==> config.mk <==
export PLATFORM = sky130hd
export DESIGN_NAME = tlpt_ctrl
export DESIGN_NICKNAME = d
export VERILOG_FILES = /design/src/tlpt_pkg.sv /design/src/tlpt_ctrl.sv
export SDC_FILE = /design/constraint.sdc
export NUM_CORES = 1
export LEC_CHECK = 0
export BUFFER_PORTS_ARGS = -buffer_cell sky130_fd_sc_hd__buf_2
export CORE_AREA = 2 2 39 41
export CTS_CLUSTER_SIZE = 8
export DETAILED_ROUTE_END_ITERATION = 6
export DIE_AREA = 0 0 41 43
export GPL_TIMING_DRIVEN = 0
export PLACE_DENSITY = 0.58
export SYNTH_ARGS = -nofsm -noshare
export SYNTH_HDL_FRONTEND = slang
export SYNTH_SLANG_ARGS = --single-unit
==> constraint.sdc <==
create_clock -name clk -period 1.8 [get_ports clk]
set_clock_uncertainty 0.2 [all_clocks]
set_input_delay 0.36 -clock clk [delete_from_list [all_inputs] [get_ports clk]]
set_output_delay 0.36 -clock clk [all_outputs]
set_load 0.02 [all_outputs]
==> src/tlpt_pkg.sv <==
// Types, constants and helpers for the two-level page table engine.
package tlpt_pkg;

  localparam int MAX_TABLES_DEF = 64;
  localparam int TABLE_ENTRIES  = 1024;
  localparam int DIR_ENTRIES    = 1024;
  localparam int IDX_W          = 10;
  localparam int OFF_W          = 12;
  localparam int VA_W           = 32;
  localparam int FLAG_W         = 12;
  localparam int FRAME_W        = VA_W - OFF_W;

  localparam logic [1:0] ACT_MAP   = 2'd0;
  localparam logic [1:0] ACT_UNMAP = 2'd1;
  localparam logic [1:0] ACT_XLATE = 2'd2;

  localparam logic [1:0] ST_OK         = 2'd0;
  localparam logic [1:0] ST_NOT_MAPPED = 2'd1;
  localparam logic [1:0] ST_NO_SLOT    = 2'd2;

  function automatic int slot_width(input int n);
    return (n > 1) ? $clog2(n) : 1;
  endfunction

  typedef struct packed {
    logic [1:0]        action;
    logic [VA_W-1:0]   virt_addr;
    logic [VA_W-1:0]   phys_addr;
    logic [FLAG_W-1:0] entry_flags;
  } cmd_t;

  typedef struct packed {
    logic [1:0]      status;
    logic [VA_W-1:0] translated;
  } result_t;

  typedef enum logic [2:0] {
    S_CLEAR,
    S_IDLE,
    S_DIR,
    S_NEW,
    S_ENTRY
  } state_t;

  typedef struct packed {
    logic       clr_last;
    logic       present;
    logic       full;
    logic       ent_ok;
    logic [1:0] action;
  } walk_flags_t;

  typedef struct packed {
    logic       clr;
    logic       capture;
    logic       alloc;
    logic       ent_rd;
    logic       ent_wr;
    logic       fresh;
    logic       done;
    logic       hit;
    logic [1:0] status;
  } walk_ctrl_t;

endpackage

==> src/tlpt_ctrl.sv <==
// Walk sequencer: directory clear, directory lookup, table allocation, entry access.
module tlpt_ctrl import tlpt_pkg::*; (
  input  logic        clk,
  input  logic        rst,
  input  logic        start,
  input  walk_flags_t flags,
  output walk_ctrl_t  ctl,
  output logic        busy
);

  state_t state, state_next;

  always_ff @(posedge clk) begin
    if (rst) begin
      state <= S_CLEAR;
    end else begin
      state <= state_next;
    end
  end

  always_comb begin
    state_next = state;
    case (state)
      S_CLEAR: begin
        if (flags.clr_last) begin
          state_next = S_IDLE;
        end
      end
      S_IDLE: begin
        if (start) begin
          state_next = S_DIR;
        end
      end
      S_DIR: begin
        state_next = S_IDLE;
        case (flags.action)
          ACT_MAP: begin
            if (flags.present) begin
              state_next = S_ENTRY;
            end else if (!flags.full) begin
              state_next = S_NEW;
            end
          end
          ACT_UNMAP, ACT_XLATE: begin
            if (flags.present) begin
              state_next = S_ENTRY;
            end
          end
          default: state_next = S_IDLE;
        endcase
      end
      S_NEW:   state_next = S_IDLE;
      S_ENTRY: state_next = S_IDLE;
      default: state_next = S_IDLE;
    endcase
  end

  always_comb begin
    ctl  = '0;
    busy = 1'b1;
    case (state)
      S_CLEAR: ctl.clr = 1'b1;
      S_IDLE: begin
        busy        = 1'b0;
        ctl.capture = start;
      end
      S_DIR: begin
        case (flags.action)
          ACT_MAP: begin
            if (flags.present) begin
              ctl.ent_rd = 1'b1;
            end else if (flags.full) begin
              ctl.done   = 1'b1;
              ctl.status = ST_NO_SLOT;
            end else begin
              ctl.alloc = 1'b1;
            end
          end
          ACT_UNMAP, ACT_XLATE: begin
            if (flags.present) begin
              ctl.ent_rd = 1'b1;
            end else begin
              ctl.done   = 1'b1;
              ctl.status = ST_NOT_MAPPED;
            end
          end
          default: begin
            ctl.done   = 1'b1;
            ctl.status = ST_OK;
          end
        endcase
      end
      S_NEW: begin
        ctl.ent_wr = 1'b1;
        ctl.fresh  = 1'b1;
        ctl.done   = 1'b1;
        ctl.status = ST_OK;
      end
      S_ENTRY: begin
        ctl.done = 1'b1;
        if (flags.action == ACT_XLATE) begin
          ctl.hit    = flags.ent_ok;
          ctl.status = flags.ent_ok ? ST_OK : ST_NOT_MAPPED;
        end else begin
          ctl.ent_wr = 1'b1;
          ctl.status = ST_OK;
        end
      end
      default: busy = 1'b1;
    endcase
  end

endmodule

==> results_dict.tcl <==
set metrics [dict create \
    status "finished, violations left" \
    violations "setup timing" \
    postSynthAreaPerCell_um2 7.84 \
    cts_tree "done" \
    grt_setup_unrepaired "yes" \
    fin_crit_sh 1.03 \
    totalWireLength_mm 1.04 \
    setup_slack_ps -58.4 \
    path_class "in2out" \
    post-place-ws_ps -164 \
    power_density_nw_per_um2 467 \
    io_buffers 19 \
    cp.arrival_ps 1300 \
    dieWidth_um 41 \
    internal_power_uw 205 \
    min_period_ps 1860 \
    yosysTopAreaCell "dfxtp_1" \
    switchingPower_uw 91.7 \
    drcViolationCount 0 \
    die-area_um2 1760 \
    seqPwrFrac 0.267 \
    worstHoldPathType "in2reg" \
    worstSkewPairLatency_ps 230 \
    synth_cell_types 22 \
    finalMaxSlewViolations 0 \
    reg_top3 "state: 3 flops" \
    syn_inst 45 \
    slew_headroom 0.807 \
    end_kind "output pin" \
    setup_viol 3 \
    cts_num_sinks 3 \
    first_global_vias 382 \
    syn2layout_area_growth_pct 79.8 \
    timing.max_cap.violations 0 \
    tns_ps -146 \
    io_pins 20 \
    grt_usage 0.126 \
    pwr-share-comb 0.335 \
    drive_gt1_frac 0.611 \
    synthTopCellsByArea "dfxtp_1, ha_1, nor3b_2, nor4b_4, inv_1" \
    reg2reg_from "state[0]" \
    clock_path_buffers 2 \
    wl_per_cell_um 11.9 \
    fillers 148 \
    clk_pin_slew_ps 30 \
    dpl.hpwl_um 723 \
    largest_reg_flops 3 \
    fp.dieH_um 43 \
    overflow 0 \
    hold_start "rst" \
    yosys_warnings 0 \
    ant_nets 0 \
    vias 422 \
    p_leak_nw 0.309 \
    fmax_ghz 0.538 \
    cts_htree_levels 1 \
    antenna_found_initial 0 \
    hold_slack_ps 118 \
    grt_start_max_net_pins 10 \
    synth_nets 57 \
    post_drt_via_cell_ratio 4.80 \
    worstMarginPinSlew_ps 289 \
    gp_congestion 0.753 \
    cp-startpoint "flags[1]" \
    final_area_um2 634 \
    synth_seq_cells 3 \
    grt_pass1_wl_mm 1.49 \
    final_net_count 85 \
    drtIter0Drc 7 \
    vdd_drop_max_mv 0.186 \
    placed_area_um2 468 \
    power_uw 296 \
    cts_buffers 3 \
    netlist_area_um2 353 \
    rows 14 \
    synth_top_area_frac 0.170 \
    largest_register "state" \
    crit_fanout 3 \
    holdBufCountCts 0 \
    hold_viol_final 0 \
    drt_pass1_iterations 3 \
    cts_root_buffer "clkbuf_4" \
    p_clk_frac 0.398 \
    diodes 0 \
    start_util 0.255 \
    core_um2 1380 \
    critPathLaunchType "input pin" \
    ys_seq_area_frac 0.170 \
    switching_share 0.309 \
    cp.required_ps 1240 \
]
## power groups by stage
stage / Combinational (mW) / Sequential, mW / Clock (mW)
2_1_floorplan: 0.0455 / 0.0768 / 0
3_3_place_gp: 0.0691 / 0.0787 / 0
3_5_place_dp: 0.0696 / 0.0792 / 0
4_1_cts: 0.0909 / 0.0792 / 0.121
5_1_grt: 0.108 / 0.0794 / 0.130
6_report: 0.0994 / 0.0792 / 0.118
## cell usage in the layout, fill, tap and decap left out, types with 2 or more instances in the layout
cell type  instances
a21o_1             2
buf_2             13
and3_1             3
inv_4              2
nor2_1             4
inv_1              4
and2_4             2
clkbuf_4           3
nand2b_1           2
nand2_1            2
buf_8              2
buf_6              2
o21ai_1            2
nor3b_4            2
ha_4               2
dfxtp_4            2
buf_4              6
## cell families after synthesis
logic type               synth area share
AO/OA/AOI/OAI                       0.181
adder cells (fa/ha/maj)             0.106
buffers and inverters              0.0638
flip-flops                          0.170
AND/OR/NAND/NOR                     0.479
## metal layers
layer  track usage  routed length (um)  part of all wire
met5             0                   0                 0
met4        0.0933                   0                 0
met3        0.0157                  44             0.042
met2         0.203                 573              0.55
met1         0.141                 426              0.41
## critical path, stage by stage
cell and delay (ps):
buf_8 110, ha_4 170, nor4b_4 340, and2_4 210
buf_6 110
## area by class of cell
| type | count | area [um2] | area share |
|---|---|---|---|
| Timing Repair Buffer | 23 | 163 | 0.256 |
| Sequential cell | 3 | 68.8 | 0.108 |
| Inverter | 6 | 27.5 | 0.0434 |
| Multi-Input combinational cell | 36 | 329 | 0.519 |
| Clock buffer | 4 | 26.3 | 0.0414 |
| Tap cell | 16 | 20.0 | 0.0316 |
## cells in the mapped netlist
| master | count |
|---|---|
| inv_1 | 6 |
| and2_4 | 1 |
| nor4b_4 | 1 |
| and3_1 | 3 |
| nand2b_1 | 2 |
| and2b_1 | 1 |
| o21ai_0 | 3 |
| nor3_1 | 1 |
| a31o_2 | 1 |
| a31oi_1 | 1 |
| and2_1 | 1 |
| dfxtp_1 | 3 |
| nand2_1 | 2 |
| and4bb_2 | 1 |
| a22o_1 | 1 |
| ha_1 | 3 |
| nor3b_1 | 1 |
| nor3b_2 | 2 |
| nor2b_1 | 3 |
| a21oi_1 | 2 |
| a21o_1 | 2 |
| nor2_1 | 4 |
## final timing paths
| kind | end | slack (ps) | cells after the start |
|---|---|---|---|
| setup / recovery | ctl[6] | -60 | 5 |
| hold / removal | state[2] | 120 | 2 |
| setup reg to reg | state[1] | 410 | 5 |
| hold reg to reg | state[0] | 390 | 2 |
## stage by stage
| step | utilization | instances |
|---|---|---|
| floorplan | - | 45 |
| global placement | 0.338 | 80 |
| detailed placement | 0.338 | 80 |
| CTS | 0.433 | 87 |
| global route | 0.458 | 88 |
| finish | 0.458 | 88 |
## timing repair
item,4_1_cts,5_1_grt
endpoints found under the hold margin,0,0
pin swaps,7,4
setup endpoints to repair,8,7
resized for setup,26,8
setup buffers,3,1
Note: power is estimated with default switching activity, not from simulation.
